### src/hw/rtl/dtc_pkg.sv
`timescale 1ns / 1ps
`default_nettype none
// ----------------------------------------------------------------------------
// dtc_pkg: shared types and constants for dead-time compensation
// Register map, fixed field widths, sign and scaling constants, and the
// pipeline latencies that the top level and the checker rely on.
// ----------------------------------------------------------------------------
package dtc_pkg;

  // Default sample width
  localparam int unsigned VALUE_WIDTH_DEF = 16;

  // Configuration port
  localparam int unsigned CFG_IDX_W  = 3;
  localparam int unsigned CFG_DATA_W = 16;

  localparam logic [CFG_IDX_W-1:0] CFG_IDX_MIN_BUS   = 3'd0;
  localparam logic [CFG_IDX_W-1:0] CFG_IDX_GAIN_BASE = 3'd1;
  localparam logic [CFG_IDX_W-1:0] CFG_IDX_GAIN_MAX  = 3'd2;
  localparam logic [CFG_IDX_W-1:0] CFG_IDX_CUR_TH    = 3'd3;
  localparam logic [CFG_IDX_W-1:0] CFG_IDX_NEGATE    = 3'd4;

  // Register widths and reset values
  localparam int unsigned GAIN_W = 16;
  localparam int unsigned TH_W   = 15;
  localparam logic [GAIN_W-1:0] GAIN_MAX_RST = 16'hFFFF;

  // Smoothed sign, Q15 magnitude: full scale is 1.0 = 32768
  localparam int unsigned SIGN_W = 16;
  localparam logic [SIGN_W-1:0] SIGN_ONE = 16'h8000;

  // 1/sqrt(3) in Q0.16
  localparam logic [15:0] INV_SQRT3_Q16 = 16'd37837;

  // One quotient bit per divider stage
  localparam int unsigned DIV_STEPS = TH_W;

  // Lane: entry stage, divider stages, product stage, rounding stage
  localparam int unsigned LANE_LAT = DIV_STEPS + 3;
  // Merge: difference stage and four stages of divide-by-three
  localparam int unsigned MRG_LAT  = 5;
  // Edges from the accepting edge to the edge that samples the strobe
  localparam int unsigned OUT_LAT  = LANE_LAT + MRG_LAT + 2;

  // Configuration register file
  typedef struct packed {
    logic [15:0]     min_bus;
    logic [GAIN_W-1:0] gain_base;
    logic [GAIN_W-1:0] gain_max;
    logic [TH_W-1:0] cur_th;
    logic            negate;
  } cfg_t;

endpackage : dtc_pkg
`default_nettype wire

### src/hw/rtl/dtc_div3.sv
`timescale 1ns / 1ps
`default_nettype none
// ----------------------------------------------------------------------------
// dtc_div3: pipelined rounded divide by three
// Returns round(x / 3), halves away from zero, in four stages. The
// magnitude is split in two halves and each half goes through a small
// reciprocal multiply, like one long-division step in a wide radix.
// The input magnitude must stay below 2^(IN_W-1) - 1.
// ----------------------------------------------------------------------------
module dtc_div3 #(
  parameter int unsigned IN_W = dtc_pkg::VALUE_WIDTH_DEF + 3
) (
  input  wire                     clk,
  input  wire logic signed [IN_W-1:0] x_i,
  output logic signed [IN_W-1:0]  q_o
);
  import dtc_pkg::*;

  localparam int unsigned MW   = IN_W - 1;
  localparam int unsigned HALF = MW / 2;
  localparam int unsigned HW   = MW - HALF;
  localparam int unsigned S1   = HW + 2;
  localparam int unsigned N2   = HALF + 2;
  localparam int unsigned S2   = N2 + 2;
  localparam logic [S1-1:0] RECIP1 = S1'((2**S1) / 3 + 1);
  localparam logic [S2-1:0] RECIP2 = S2'((2**S2) / 3 + 1);

  logic [IN_W-1:0]    abs_x;
  logic [MW-1:0]      mag_r;
  logic               neg1_r;

  logic [HW+S1-1:0]   p1;
  logic [HW-1:0]      qhi2_r;
  logic [HW-1:0]      hi2_r;
  logic [HALF-1:0]    lo2_r;
  logic               neg2_r;

  logic [HW-1:0]      rhi;
  logic [N2-1:0]      n2;
  logic [N2+S2-1:0]   p2;
  logic [HW-1:0]      qhi3_r;
  logic [HALF-1:0]    qlo3_r;
  logic               neg3_r;

  logic [MW-1:0]      qmag;
  logic signed [IN_W-1:0] q_r;

  // Magnitude plus one turns floor into round-to-nearest
  assign abs_x = x_i[IN_W-1] ? IN_W'(-x_i) : IN_W'(x_i);

  always_ff @(posedge clk) begin
    mag_r  <= abs_x[MW-1:0] + MW'(1);
    neg1_r <= x_i[IN_W-1];
  end

  // Divide the upper half
  assign p1 = (HW+S1)'(mag_r[MW-1:HALF]) * (HW+S1)'(RECIP1);

  always_ff @(posedge clk) begin
    qhi2_r <= p1[HW+S1-1:S1];
    hi2_r  <= mag_r[MW-1:HALF];
    lo2_r  <= mag_r[HALF-1:0];
    neg2_r <= neg1_r;
  end

  // Carry the upper remainder down and divide the lower half
  always_comb begin
    rhi = hi2_r - HW'(qhi2_r * HW'(3));
    n2  = {rhi[1:0], lo2_r};
    p2  = (N2+S2)'(n2) * (N2+S2)'(RECIP2);
  end

  always_ff @(posedge clk) begin
    qhi3_r <= qhi2_r;
    qlo3_r <= p2[S2+HALF-1:S2];
    neg3_r <= neg2_r;
  end

  // Join the halves and restore the sign
  assign qmag = {qhi3_r, qlo3_r};

  always_ff @(posedge clk) begin
    q_r <= neg3_r ? -$signed({1'b0, qmag}) : $signed({1'b0, qmag});
  end

  assign q_o = q_r;

endmodule : dtc_div3
`default_nettype wire

### src/hw/rtl/dtc_merge.sv
`timescale 1ns / 1ps
`default_nettype none
// ----------------------------------------------------------------------------
// dtc_merge: combine the three lane corrections
// Removes the common mode of the phase corrections and forms the beta
// axis term (d_v - d_w) / sqrt(3), both rounded half away from zero.
// ----------------------------------------------------------------------------
module dtc_merge #(
  parameter int unsigned VALUE_WIDTH = dtc_pkg::VALUE_WIDTH_DEF
) (
  input  wire                           clk,
  input  wire logic signed [VALUE_WIDTH:0]   d_u_i,
  input  wire logic signed [VALUE_WIDTH:0]   d_v_i,
  input  wire logic signed [VALUE_WIDTH:0]   d_w_i,
  output logic signed [VALUE_WIDTH+2:0] c_u_o,
  output logic signed [VALUE_WIDTH+2:0] c_v_o,
  output logic signed [VALUE_WIDTH+2:0] c_w_o,
  output logic signed [VALUE_WIDTH+2:0] beta_o
);
  import dtc_pkg::*;

  localparam int unsigned VW = VALUE_WIDTH;
  localparam int unsigned NW = VW + 3;
  localparam int unsigned BW = VW + 2;
  localparam int unsigned BPW = BW + 16;
  localparam logic [BPW:0] ROUND_Q16 = (BPW+1)'(32768);

  logic signed [NW-1:0] n_u_r;
  logic signed [NW-1:0] n_v_r;
  logic signed [NW-1:0] n_w_r;
  logic signed [BW-1:0] bdiff_r;

  logic [BW-1:0]        bmag_r;
  logic                 bneg1_r;
  logic [BPW-1:0]       bprod_r;
  logic                 bneg2_r;
  logic [BPW:0]         brnd;
  logic [BW-1:0]        bq;
  logic signed [NW-1:0] bt3_r;
  logic signed [NW-1:0] bt4_r;

  // Form 2*d_j minus the other two, and the beta difference
  always_ff @(posedge clk) begin
    n_u_r   <= (NW'(d_u_i) <<< 1) - NW'(d_v_i) - NW'(d_w_i);
    n_v_r   <= (NW'(d_v_i) <<< 1) - NW'(d_u_i) - NW'(d_w_i);
    n_w_r   <= (NW'(d_w_i) <<< 1) - NW'(d_u_i) - NW'(d_v_i);
    bdiff_r <= BW'(d_v_i) - BW'(d_w_i);
  end

  // Common mode removal, one divider per phase
  dtc_div3 #(.IN_W(NW)) u_div3_u (.clk(clk), .x_i(n_u_r), .q_o(c_u_o));
  dtc_div3 #(.IN_W(NW)) u_div3_v (.clk(clk), .x_i(n_v_r), .q_o(c_v_o));
  dtc_div3 #(.IN_W(NW)) u_div3_w (.clk(clk), .x_i(n_w_r), .q_o(c_w_o));

  // Beta term: magnitude, scale, round, then hold one stage to line up
  always_ff @(posedge clk) begin
    bmag_r  <= bdiff_r[BW-1] ? BW'(-bdiff_r) : BW'(bdiff_r);
    bneg1_r <= bdiff_r[BW-1];
    bprod_r <= BPW'(bmag_r) * BPW'(INV_SQRT3_Q16);
    bneg2_r <= bneg1_r;
  end

  always_comb begin
    brnd = {1'b0, bprod_r} + ROUND_Q16;
    bq   = brnd[BPW-1:16];
  end

  always_ff @(posedge clk) begin
    bt3_r <= bneg2_r ? -$signed({1'b0, bq}) : $signed({1'b0, bq});
    bt4_r <= bt3_r;
  end

  assign beta_o = bt4_r;

endmodule : dtc_merge
`default_nettype wire

### config.mk
export PLATFORM = sky130hd
export DESIGN_NAME = dtc_merge
export DESIGN_NICKNAME = d
export VERILOG_FILES = /design/src/hw/rtl/dtc_pkg.sv /design/src/hw/rtl/dtc_div3.sv /design/src/hw/rtl/dtc_merge.sv
export SDC_FILE = /design/constraint.sdc
export NUM_CORES = 2
export LEC_CHECK = 0
export ABC_CLOCK_PERIOD_IN_PS = 7050
export BUFFER_PORTS_ARGS = -buffer_cell sky130_fd_sc_hd__buf_2
export CAP_MARGIN = 10
export CORE_MARGIN = 4
export CORE_UTILIZATION = 57
export DETAILED_ROUTE_END_ITERATION = 6
export HOLD_SLACK_MARGIN = 0.05
export PLACE_DENSITY = 0.79
export SYNTH_ARGS = -nofsm -noshare
export SYNTH_HDL_FRONTEND = slang
export SYNTH_HIERARCHICAL = 1
export SYNTH_SLANG_ARGS = --single-unit
export TNS_END_PERCENT = 5
### constraint.sdc
create_clock -name clk -period 7.05 [get_ports clk]
set_clock_uncertainty 0.2 [all_clocks]
set_input_delay 1.41 -clock clk [delete_from_list [all_inputs] [get_ports clk]]
set_output_delay 1.41 -clock clk [all_outputs]
set_load 0.05 [all_outputs]
==> metrics <==
routed vias/inst 5.37; share of layout cells above drive strength 1 0.0729; vias 22.5k; R2R Setup Slk 0.69 ns; biggest cell delay along the critical path 0.56 ns; ANT nets after route 0; # setup viols final 0; DR DRC count 0; Final TNS setup 0 ns; Cells after Synth 3,258; CTS Sinks 380; Die ar. 0.0611 mm^2; Post-DP HPWL 52,800 um; GRT Overall Usage 0.213; RSZ-0062 raised after global routing no; Critical Path End Type flop; final hold viol count 0; Avg Inst Size Synth 10.0 um^2; Max Clk Rate ~0.16 GHz; die height 247 um; WL/cell between 15 and 20 um; clk slew on worst S/H paths 0.06 ns; final hold slack around 0.11 ns; max-capacitance violation count 0; CTS Hold Buffers Added 0; Final Cell Area 0.0355 mm^2; Overflow after GRT 0; CTS max path bufs 3; first-pass GRT wire length 107,000 um; Routed Wire Length 63,600 um; drt first-iter violations 1,243; post-layout util 0.629; worst-skew pair later-pin latency ~0.56 ns; largest net degree at the start of global routing 21; WP buf/inv 3; total core area 0.0565 mm^2; R2R cell count 22; cell-by-cell trace of the critical path ha_1 -> ha_1 -> nor2_1 -> xnor2_1 -> xnor2_1 -> ha_1 -> xor2_1 -> ha_1 -> a21oi_1 -> fa_1 -> inv_1 -> fa_1 -> inv_1 -> fa_1 -> inv_1 -> ha_1 -> and3_1 -> a22o_1 -> a311o_1 -> a21o_1 -> or4b_1 -> and3_1; most common cell after layout, fill and taps aside inv_1; ys async rst share 0; startpoint types flop; YS warnings 6; Post-CTS Setup Inserts 0; CP Max Fanout 4; Initial Utilization 0.577; Distinct cells, synth 90; Slew headroom 0.515; Worst Setup EP u_div3_v/qlo3_r[6]; most used cell, CP ha_1; Num CTS Buffers 42; Post-Syn Nets around 4.2k; sequential area share after synthesis 0.233; Tmin final roughly 6.4 ns; Max H-tree Level 2; GPL Wtd Cong 0.935; count of final max-slew check failures 0; critical path depth 22; reg2reg end u_div3_v/qlo3_r[6]; drt pass-1 iters 5; crit path DAT 6.59 ns; crit path from u_div3_v/qhi2_r[0]; Port Buffers approximately 130; post-placement cell area between 0.03 and 0.04 mm^2; status finished clean; CTS tree yes; Final period util 0.902; Nets 4,342; Hold/Removal Path Class reg2reg; Root Driver clkbuf_16; Main synth FF type dfxtp_1; CP max-delay cell fa_1; number of synthesized flops with an enable pin 0; Syn Std Cell Area 0.0326 mm^2; vias in the first global route 22.7k; WP data required about 7.3 ns; row cnt 87; Yosys reg bits between 300 and 400; Worst Max-Slew Pin Slew 0.726 ns; most frequent cells in the layout inv_1 (598), ha_1 (589), dfxtp_1 (380); crit-path leading delay family adder cells; Area Overhead vs Synth 8.94%; r2r startpoint u_div3_v/qhi2_r[0]; die width approximately 250 um; PostCTS Resize Cnt 0; critical path class reg2reg; IO Count roughly 130; number of antenna violations at the first check in global routing 17
==> logic make-up (layout without fill, tap and decap cells) <==
logic type | after synthesis | in the layout | share of synthesized area
xor gates and xnor gates | 344 | 344 | 0.0926
muxes | 3 | 3 | 0.000959
other | 0 | 6 | 0
DFF | 380 | 380 | 0.233
AOI/OAI and AO/OA | 478 | 478 | 0.0994
adders and majority gates | 891 | 891 | 0.411
and+or+nand+nor | 533 | 533 | 0.0882
buffers and inverters | 629 | 801 | 0.0740
==> cells in the mapped netlist, drive strengths merged, types with 17 or more instances <==
cell type  count  share of area
buf           17         0.0035
xor2         126          0.034
or4           19         0.0051
o21ai         96          0.015
a21o          51          0.012
fa           302           0.19
o41ai         23         0.0071
nor3          50         0.0083
ha           589           0.23
o21a          18         0.0041
nand2        129          0.015
inv          598          0.069
nand4         20         0.0043
dfxtp        380           0.23
or3           24         0.0046
o21bai        19         0.0044
nor2         106          0.012
and3          18         0.0035
nand2b        19         0.0036
nand3         34         0.0056
a31oi         27         0.0052
o31ai         36         0.0094
nor2b         33         0.0063
xnor2        218          0.059
a21oi        110          0.017
==> layer usage <==
| metal | wire length, um | vias up | track usage |
|---|---|---|---|
| met5 | 67 | - | 0 |
| met4 | 1000 | 10 | 0.0437 |
| met3 | 4170 | 86 | 0.0437 |
| met2 | 29200 | 510 | 0.349 |
| met1 | 29200 | 10800 | 0.294 |
| li1 | - | 11100 | - |
==> stage by stage <==
stage / cells / setup WS [ns]
floorplan: 3258 / 1.13
global placement: 4111 / 0.954
detailed placement: 4111 / 0.688
CTS: 4186 / 0.667
global route: 4186 / 0.414
finish: 4192 / 0.690
==> layout make-up <==
type | count | area [um^2]
fillers | 4471 | 21000
clock inverters | 21 | 290
clock buffers | 54 | 1190
flip-flops and latches | 380 | 7610
multi-input cells | 2249 | 22600
repair buffers | 128 | 643
inverters | 598 | 2240
diodes | 6 | 15.0
well taps | 756 | 946
==> worst min path at each step <==
| stage | startpoint | to | slack [ns] | cells past startpoint |
|---|---|---|---|---|
| floorplan | bt3_r[0] | beta_o[0] | 0.11 | 0 |
| global placement | u_div3_v/mag_r[1] | u_div3_v/lo2_r[1] | 0.11 | 0 |
| detailed placement | u_div3_u/qhi2_r[2] | u_div3_u/qhi3_r[2] | 0.11 | 0 |
| CTS | u_div3_v/mag_r[1] | u_div3_v/lo2_r[1] | 0.10 | 0 |
| global route | u_div3_v/mag_r[1] | u_div3_v/lo2_r[1] | 0.12 | 0 |
| finish | u_div3_v/mag_r[1] | u_div3_v/lo2_r[1] | 0.11 | 0 |
==> sequential cells by signal, indices dropped and copies added, names as in the netlist, 18 cells and up <==
| signal | count |
|---|---|
| beta_o | 19 |
| bprod_r | 19 |
| bt3_r | 19 |
| n_u_r | 19 |
| n_v_r | 19 |
| n_w_r | 19 |
| u_div3_u/q_o | 19 |
| u_div3_v/q_o | 19 |
| u_div3_w/q_o | 19 |
| bdiff_r | 18 |
| bmag_r | 18 |
| u_div3_u/mag_r | 18 |
| u_div3_v/mag_r | 18 |
| u_div3_w/mag_r | 18 |
Power is not shown: default switching activity piles up to over one toggle a cycle in this logic, so the estimate is an artifact.
