**src/hw/rtl/dtc_pkg.sv**
```systemverilog
`timescale 1ns / 1ps
`default_nettype none
// ----------------------------------------------------------------------------
// dtc_pkg: shared types and constants for dead-time compensation
// Register map, fixed field widths, sign and scaling constants, and the
// pipeline latencies that the top level and the checker rely on.
// ----------------------------------------------------------------------------
package dtc_pkg;

  // Default sample width
  localparam int unsigned VALUE_WIDTH_DEF = 16;

  // Configuration port
  localparam int unsigned CFG_IDX_W  = 3;
  localparam int unsigned CFG_DATA_W = 16;

  localparam logic [CFG_IDX_W-1:0] CFG_IDX_MIN_BUS   = 3'd0;
  localparam logic [CFG_IDX_W-1:0] CFG_IDX_GAIN_BASE = 3'd1;
  localparam logic [CFG_IDX_W-1:0] CFG_IDX_GAIN_MAX  = 3'd2;
  localparam logic [CFG_IDX_W-1:0] CFG_IDX_CUR_TH    = 3'd3;
  localparam logic [CFG_IDX_W-1:0] CFG_IDX_NEGATE    = 3'd4;

  // Register widths and reset values
  localparam int unsigned GAIN_W = 16;
  localparam int unsigned TH_W   = 15;
  localparam logic [GAIN_W-1:0] GAIN_MAX_RST = 16'hFFFF;

  // Smoothed sign, Q15 magnitude: full scale is 1.0 = 32768
  localparam int unsigned SIGN_W = 16;
  localparam logic [SIGN_W-1:0] SIGN_ONE = 16'h8000;

  // 1/sqrt(3) in Q0.16
  localparam logic [15:0] INV_SQRT3_Q16 = 16'd37837;

  // One quotient bit per divider stage
  localparam int unsigned DIV_STEPS = TH_W;

  // Lane: entry stage, divider stages, product stage, rounding stage
  localparam int unsigned LANE_LAT = DIV_STEPS + 3;
  // Merge: difference stage and four stages of divide-by-three
  localparam int unsigned MRG_LAT  = 5;
  // Edges from the accepting edge to the edge that samples the strobe
  localparam int unsigned OUT_LAT  = LANE_LAT + MRG_LAT + 2;

  // Configuration register file
  typedef struct packed {
    logic [15:0]     min_bus;
    logic [GAIN_W-1:0] gain_base;
    logic [GAIN_W-1:0] gain_max;
    logic [TH_W-1:0] cur_th;
    logic            negate;
  } cfg_t;

endpackage : dtc_pkg
`default_nettype wire

```
**src/hw/rtl/dtc_lane.sv**
```systemverilog
`timescale 1ns / 1ps
`default_nettype none
// ----------------------------------------------------------------------------
// dtc_lane: per-phase correction lane
// Forms the smoothed current sign through a pipelined restoring divider
// (one quotient bit per stage), scales it by the bus correction magnitude
// and rounds it to the signed phase correction.
// ----------------------------------------------------------------------------
module dtc_lane #(
  parameter int unsigned VALUE_WIDTH = dtc_pkg::VALUE_WIDTH_DEF
) (
  input  wire                            clk,
  input  wire dtc_pkg::cfg_t             cfg_i,
  input  wire logic signed [VALUE_WIDTH-1:0] cur_i,
  input  wire logic [VALUE_WIDTH-1:0]    m_i,
  output logic signed [VALUE_WIDTH:0]    d_o
);
  import dtc_pkg::*;

  localparam int unsigned VW = VALUE_WIDTH;
  localparam int unsigned XW = (VW > TH_W) ? VW : TH_W;
  localparam int unsigned PW = VW + SIGN_W;
  localparam logic [PW:0] ROUND_Q15 = (PW+1)'(16384);

  typedef struct packed {
    logic neg;
    logic full;
    logic use_q;
  } sgn_flags_t;

  logic [VW-1:0]      mag;
  logic [XW-1:0]      mag_x;
  logic [XW-1:0]      th_x;
  logic               hard;
  logic               over;
  sgn_flags_t         flg_nxt;

  logic [TH_W-1:0]      rem_r [DIV_STEPS+1];
  logic [DIV_STEPS-1:0] quo_r [DIV_STEPS+1];
  sgn_flags_t           flg_r [DIV_STEPS+1];

  logic [SIGN_W-1:0]  smag;
  logic [PW-1:0]      prod_r;
  logic               neg_r;
  logic [PW:0]        rnd;
  logic [VW-1:0]      dmag;
  logic signed [VW:0] d_nxt;
  logic signed [VW:0] d_r;

  // Classify the current against the threshold band
  always_comb begin
    mag     = cur_i[VW-1] ? VW'(-cur_i) : VW'(cur_i);
    mag_x   = XW'(mag);
    th_x    = XW'(cfg_i.cur_th);
    hard    = (cfg_i.cur_th == '0);
    over    = (mag_x >= th_x);
    flg_nxt.neg   = cur_i[VW-1];
    flg_nxt.full  = hard ? (mag != '0) : over;
    flg_nxt.use_q = !hard && !over;
  end

  // Load the divider: inside the band the magnitude is below the threshold
  always_ff @(posedge clk) begin
    rem_r[0] <= mag_x[TH_W-1:0];
    quo_r[0] <= '0;
    flg_r[0] <= flg_nxt;
  end

  // Restoring divide of mag * 2^15 by the threshold, one bit per stage
  for (genvar j = 1; j <= DIV_STEPS; j++) begin : g_div
    logic [TH_W:0] r2;
    logic          ge;

    assign r2 = {rem_r[j-1], 1'b0};
    assign ge = (r2 >= {1'b0, cfg_i.cur_th});

    always_ff @(posedge clk) begin
      rem_r[j] <= ge ? TH_W'(r2 - {1'b0, cfg_i.cur_th}) : r2[TH_W-1:0];
      quo_r[j] <= {quo_r[j-1][DIV_STEPS-2:0], ge};
      flg_r[j] <= flg_r[j-1];
    end
  end

  // Pick the sign magnitude: full scale, quotient, or zero
  always_comb begin
    if (flg_r[DIV_STEPS].full) begin
      smag = SIGN_ONE;
    end else if (flg_r[DIV_STEPS].use_q) begin
      smag = SIGN_W'(quo_r[DIV_STEPS]);
    end else begin
      smag = '0;
    end
  end

  // Scale by the correction magnitude
  always_ff @(posedge clk) begin
    prod_r <= PW'(m_i) * PW'(smag);
    neg_r  <= flg_r[DIV_STEPS].neg;
  end

  // Round the Q15 product half away from zero and apply the sign
  always_comb begin
    rnd   = {1'b0, prod_r} + ROUND_Q15;
    dmag  = rnd[VW+14:15];
    d_nxt = (neg_r ^ cfg_i.negate) ? -$signed({1'b0, dmag}) : $signed({1'b0, dmag});
  end

  always_ff @(posedge clk) begin
    d_r <= d_nxt;
  end

  assign d_o = d_r;

endmodule : dtc_lane
`default_nettype wire

```
**config.mk**
```make
export PLATFORM = sky130hd
export DESIGN_NAME = dtc_lane
export DESIGN_NICKNAME = d
export VERILOG_FILES = /design/src/hw/rtl/dtc_pkg.sv /design/src/hw/rtl/dtc_lane.sv
export SDC_FILE = /design/constraint.sdc
export NUM_CORES = 1
export LEC_CHECK = 0
export ABC_CLOCK_PERIOD_IN_PS = 12000
export BUFFER_PORTS_ARGS = -buffer_cell sky130_fd_sc_hd__buf_2
export CAP_MARGIN = 15
export CELL_PAD_IN_SITES_DETAIL_PLACEMENT = 1
export CELL_PAD_IN_SITES_GLOBAL_PLACEMENT = 1
export CORE_MARGIN = 2
export CORE_UTILIZATION = 55
export CTS_BUF_LIST = sky130_fd_sc_hd__clkbuf_8
export DETAILED_ROUTE_END_ITERATION = 12
export PLACE_DENSITY_LB_ADDON = 0.1
export SETUP_SLACK_MARGIN = 0.3
export SKIP_CTS_REPAIR_TIMING = 1
export SLEW_MARGIN = 20
export SYNTH_ARGS = -nofsm -noshare
export SYNTH_HDL_FRONTEND = slang
export SYNTH_SLANG_ARGS = --single-unit
```
**constraint.sdc**
```tcl
create_clock -name clk -period 12 [get_ports clk]
set_input_delay 0.6 -clock clk [delete_from_list [all_inputs] [get_ports clk]]
set_output_delay 0.6 -clock clk [all_outputs]
set_load 0.05 [all_outputs]
```
==> results of run 1 <==
==> cell type report <==
class,instances,area (µm²),area share
Timing Repair Buffer,85,475,0.0145
Clock buffer,98,1350,0.0412
Sequential cell,428,8570,0.262
Clock inverter,33,310,0.00948
Inverter,322,1210,0.0369
Antenna cell,1,2.50,0.0000765
Multi-Input combinational cell,2378,19900,0.609
Tap cell,696,871,0.0266
==> flip-flops by register name, summed over array words and instances (netlist names) <==
| register | count |
|---|---|
| flg_r | 48 |
| neg_r | 1 |
| d_o | 17 |
| quo_r | 120 |
| prod_r | 17 |
| rem_r | 225 |
==> worst paths after layout <==
check | startpoint | endpoint | depth (start not counted) | slack (ps)
setup / recovery | flg_r[1][22] | prod_r[30] | 24 | 3760
hold reg to reg | flg_r[1][18] | flg_r[1][21] | 0 | 310
hold / removal | cur_i[0] | rem_r[0][0] | 1 | 110
setup reg to reg | flg_r[1][22] | prod_r[30] | 24 | 3760
==> routing by layer <==
layer  part of all wire  vias up
met5                  0        -
met4              0.044        0
met2               0.52      509
met3              0.037      209
li1                   -    11200
met1               0.40    11800
==> cell usage in the layout (no fill, tap or decap), types with 98 or more instances in the layout <==
| cell type | Yosys | layout |
|---|---|---|
| dfxtp_1 | 428 | 428 |
| and3_1 | 122 | 122 |
| inv_1 | 321 | 337 |
| mux2_2 | 112 | 112 |
| nor2_1 | 142 | 140 |
| clkbuf_8 | 0 | 98 |
| o21ai_0 | 152 | 152 |
| ha_1 | 340 | 340 |
| xnor2_1 | 128 | 128 |
| fa_1 | 206 | 206 |
| nand2_1 | 310 | 310 |
| a21oi_1 | 141 | 141 |
==> metrics by stage <==
stage               std cells  hold WS [ps]  setup WS (ps)
CTS                      4040          68.4           3760
detailed placement       3909           313           3780
global route             4041           104           3400
floorplan                3213           310           5510
global placement         3909           310           4010
finish                   4041           111           3760
==> cells by family (layout without fill, tap and decap cells) <==
| logic type | Yosys count | in the layout |
|---|---|---|
| buffers and inverters | 407 | 538 |
| multiplexers | 132 | 132 |
| AO/OA/AOI/OAI | 587 | 587 |
| flip-flops | 428 | 428 |
| XOR/XNOR | 214 | 214 |
| AND/OR/NAND/NOR | 899 | 899 |
| adder cells (fa/ha/maj) | 546 | 546 |
| other | 0 | 1 |
==> results.cfg, run 1 <==
[run_status]
status = complete, no violations

[timing]
relSlewSlack = 0.294
fin_skew_ps = 34.1
fin_crit_sh = 0.686
worstMarginPinSlew_ps = 1060
finalSetupViolations = 0
rsz0062_at_grt = false
layout_min_cycle_time_ps = 8240
timing.final.max_slew_violations = 0
fmax_mhz = 121
tns_ps = 0
hold_violations = 0

[worst_setup_path]
cp_common_cell = fa_1
crit_path_end_kind = flop
worstPathMaxFanout = 109
path_cells = nor2b_4 -> buf_4 -> and2_0 -> nand2_1 -> fa_1 -> inv_1 -> fa_1 -> inv_1 -> fa_1 -> inv_1 -> fa_1 -> fa_1 -> inv_1 -> fa_1 -> inv_1 -> ha_1 -> a21o_1 -> a21oi_1 -> a21boi_0 -> a211o_2 -> a21oi_2 -> o21bai_1 -> o41ai_1 -> xnor2_1
cpPeakStageDelay_ps = 920
crit_path_start_kind = flop
crit_family = adder cells
required_ps = 12590
cp_num_buf_inv = 6
cp_slowest_cell = and2_0
critical_path_arrival_ps = 8830
critPathKind = flop to flop

[synthesis]
synth_cell_types = 73
synth_top_family_by_area = adder cells
synthMuxAreaShare = 0.0487
synthCells = 3213
netlist_top_cells_area = dfxtp_1, ha_1, fa_1
synth_fp_nets = 3856
synth-compound-area-share = 0.126
syn_avg_cell_area_um2 = 9.35
synth_edf_count = 0
yosysMostFrequentCell = dfxtp_1
synth_top_area_share = 0.285
synth_fa_ha_area_frac = 0.279
synth_seq_cells = 428
yosys.area_share.simple = 0.148
post_synth_xor_area_fraction = 0.0624
synthArstFlopShare = 0
ys.flop_type = dfxtp_1
ys_seq_area_frac = 0.285
synth_top_cell_by_area = dfxtp_1
syn_area_mm2 = 0.0300
synth_common_cells = dfxtp_1, ha_1, inv_1, nand2_1, fa_1
yosysWarnings = 0

[detailed_routing]
first_iter_violations = 960
wl_per_cell_um = 20.5
first_pass_iters = 5
route.detailed.drc = 0
vias = 23600
ant_nets = 0
via_per_inst = 5.85
drt-total-wl_um = 82800

[run]
maxCapViolCount = 0

[global_route]
grt_pass1_vias = 26000
antenna_found_initial = 1
use_met3 = 0.0365
globalRouteMet2Util = 0.551
grt_pass1_wl_um = 135000
grt.busiest_layer = met2
use_met1 = 0.338
grtUsageTotal = 0.297
overflow = 0
grt_start_max_net_pins = 110

[final_layout]
design_area_mm2 = 0.0327
drive_gt1_frac = 0.101
fillers = 6190
syn_to_final_growth_pct = 8.97
fin_nets = 3933
post-route-util = 0.607

[die]
num_io_pins = 114
die_x_um = 238
die_h_um = 238
design.die.area_mm2 = 0.0565
rows = 85
core_mm2 = 0.0539
start_util = 0.557

[placed_design]
portBuffers = 65
gp_congestion = 0.865
dp_hpwl_um = 59500
placed_area_mm2 = 0.0311

[clock_tree]
htreeDepth = 3
cts_tree = done
cts-root-buf = clkbuf_8
cts_buffers = 75
clk_pin_slew_ps = 60
cts.sink_count = 428
clkLatencyLatePin_ps = 660
clock_path_buffers = 3

[worst_hold_path]
hold_path_class = primary input to flop
Power of run 1 is left out: the tool's default activity adds up to more than one toggle a clock period on the data nets, which glitch-free logic cannot reach.
==> run 2, diff against run 1 <==
ABC_AREA = 1   (was not set)
ABC_CLOCK_PERIOD_IN_PS = 8600   (was 12000)
CORE_UTILIZATION = 49   (was 55)
clock period = 8.6 ns   (was 12 ns; I/O delays follow)
==> results.cfg, run 2 <==
[timing]
tns_ps = 0
fin_crit_sh = 0.797
rsz0062_at_grt = false
layout_min_cycle_time_ps = 6850
fmax_mhz = 146
worstMarginPinSlew_ps = 1050
hold_violations = 0
timing.final.max_slew_violations = 0
finalSetupViolations = 0
fin_skew_ps = 27.8
relSlewSlack = 0.301

[detailed_routing]
ant_nets = 0
via_per_inst = 5.36
wl_per_cell_um = 18.5
drt-total-wl_um = 94900
vias = 27500
first_pass_iters = 5
route.detailed.drc = 0
first_iter_violations = 1273

[synthesis]
synth_common_cells = nand2_1, inv_1, nor2_1, dfxtp_1, a21oi_1
yosysMostFrequentCell = nand2_1
synthCells = 4120
syn_area_mm2 = 0.0320
synth_edf_count = 0
syn_avg_cell_area_um2 = 7.77
ys_seq_area_frac = 0.268
synthArstFlopShare = 0
synth_seq_cells = 428
ys.flop_type = dfxtp_1
synth_top_area_share = 0.268
synth_top_cell_by_area = dfxtp_1
yosysWarnings = 0
synth_cell_types = 50
netlist_top_cells_area = dfxtp_1, ha_1, fa_1
synth_fp_nets = 4763

[clock_tree]
cts_buffers = 76
htreeDepth = 3
clkLatencyLatePin_ps = 660
cts-root-buf = clkbuf_8
clk_pin_slew_ps = 70
clock_path_buffers = 3
cts_tree = done
cts.sink_count = 428

[die]
num_io_pins = 114
die_h_um = 260
design.die.area_mm2 = 0.0674
core_mm2 = 0.0646
start_util = 0.496
die_x_um = 260
rows = 93

[global_route]
overflow = 0
grt_pass1_wl_um = 153000
grt_pass1_vias = 29500
grtUsageTotal = 0.287
antenna_found_initial = 1
grt_start_max_net_pins = 40

[worst_setup_path]
cpPeakStageDelay_ps = 640
cp_slowest_cell = fa_1
worstPathMaxFanout = 19
crit_path_end_kind = flop
required_ps = 9150
crit_path_start_kind = flop
critical_path_arrival_ps = 7400
critPathKind = flop to flop

[final_layout]
largestRegisters = rem_r x225, quo_r x120, flg_r x48
final_common_cell = nand2_1
fin_nets = 4859
layout_common_cells = nand2_1, inv_1, nor2_1
fillers = 8210
syn_to_final_growth_pct = 8.42
instances_no_fill = 5130
drive_gt1_frac = 0.0756
regMostFlops = rem_r
post-route-util = 0.538
largest_register_ffs = 225

[placed_design]
gp_congestion = 0.908
portBuffers = 65
numPlacedInstances = 4992
dp_hpwl_um = 72800

[worst_hold_path]
hold_path_class = primary input to flop

[run]
maxCapViolCount = 0

[run_status]
status = complete, no violations
-- run 2: cell types whose count changed after synthesis, moves of 24 or more --
cell,previous run,this run
nand2_1,310,777
nor2_1,142,513
inv_1,321,559
a21oi_1,141,354
and3_1,122,0
mux2_2,112,0
nand3_1,50,149
nor2b_1,62,0
xnor2_1,128,77
clkbuf_1,68,23
o21ai_0,152,110
nand4_1,38,71
and2_1,33,1
nand2b_1,24,0
-- run 2: cells by family after synthesis --
| family | count (synthesis) | share of synthesized area |
|---|---|---|
| simple gates | 1682 | 0.227 |
| compound gates | 670 | 0.120 |
| buf+inv | 632 | 0.0798 |
| fa+ha+maj | 546 | 0.262 |
| flops | 428 | 0.268 |
| xor+xnor | 162 | 0.0445 |
-- run 2: final cells by class --
class	count	area, µm²	share of cell area
well taps	855	1070	0.0308
multi-input cells	3060	20900	0.602
flip-flops and latches	428	8570	0.247
clock inverters	41	282	0.00811
repair buffers	83	463	0.0133
clock buffers	95	1310	0.0377
inverters	567	2130	0.0613
diodes	1	2.50	0.0000721
-- run 2: worst paths after layout --
kind,startpoint,to,slack (ps),cells past startpoint
max reg2reg,flg_r[1][22],prod_r[25],1750,25
min reg2reg,quo_r[1][81],quo_r[1][97],300,0
min,cur_i[8],rem_r[0][8],110,3
max,flg_r[1][22],prod_r[25],1750,25
-- run 2: per-stage QoR --
| stage | hold slack [ps] | instance area, µm² | setup slack [ps] |
|---|---|---|---|
| after global placement | 310 | 33100 | 1810 |
| after CTS | -153 | 34700 | 1700 |
| after floorplan | 310 | 32000 | 2860 |
| after detailed placement | 313 | 33100 | 1700 |
| after global routing | 85.2 | 34700 | 1310 |
| final | 112 | 34700 | 1750 |
-- run 2: worst max-delay path, delay by kind of cell, from the launching register on --
kind	cells	cell delay [ps]
buffers and inverters	7	1310
and+or+nand+nor	7	690
AOI/OAI and AO/OA	4	750
DFF	1	300
adders and majority gates	7	3660
-- run 2: metal layers --
layer,track usage,wire length [µm],vias up,share of wire
li1,-,-,13600,-
met1,0.337,40100,13300,0.42
met2,0.532,48400,443,0.51
met3,0.0321,2710,190,0.029
met4,0.112,3670,0,0.039
met5,0,0,-,0
Power of run 2 is left out for the same reason.
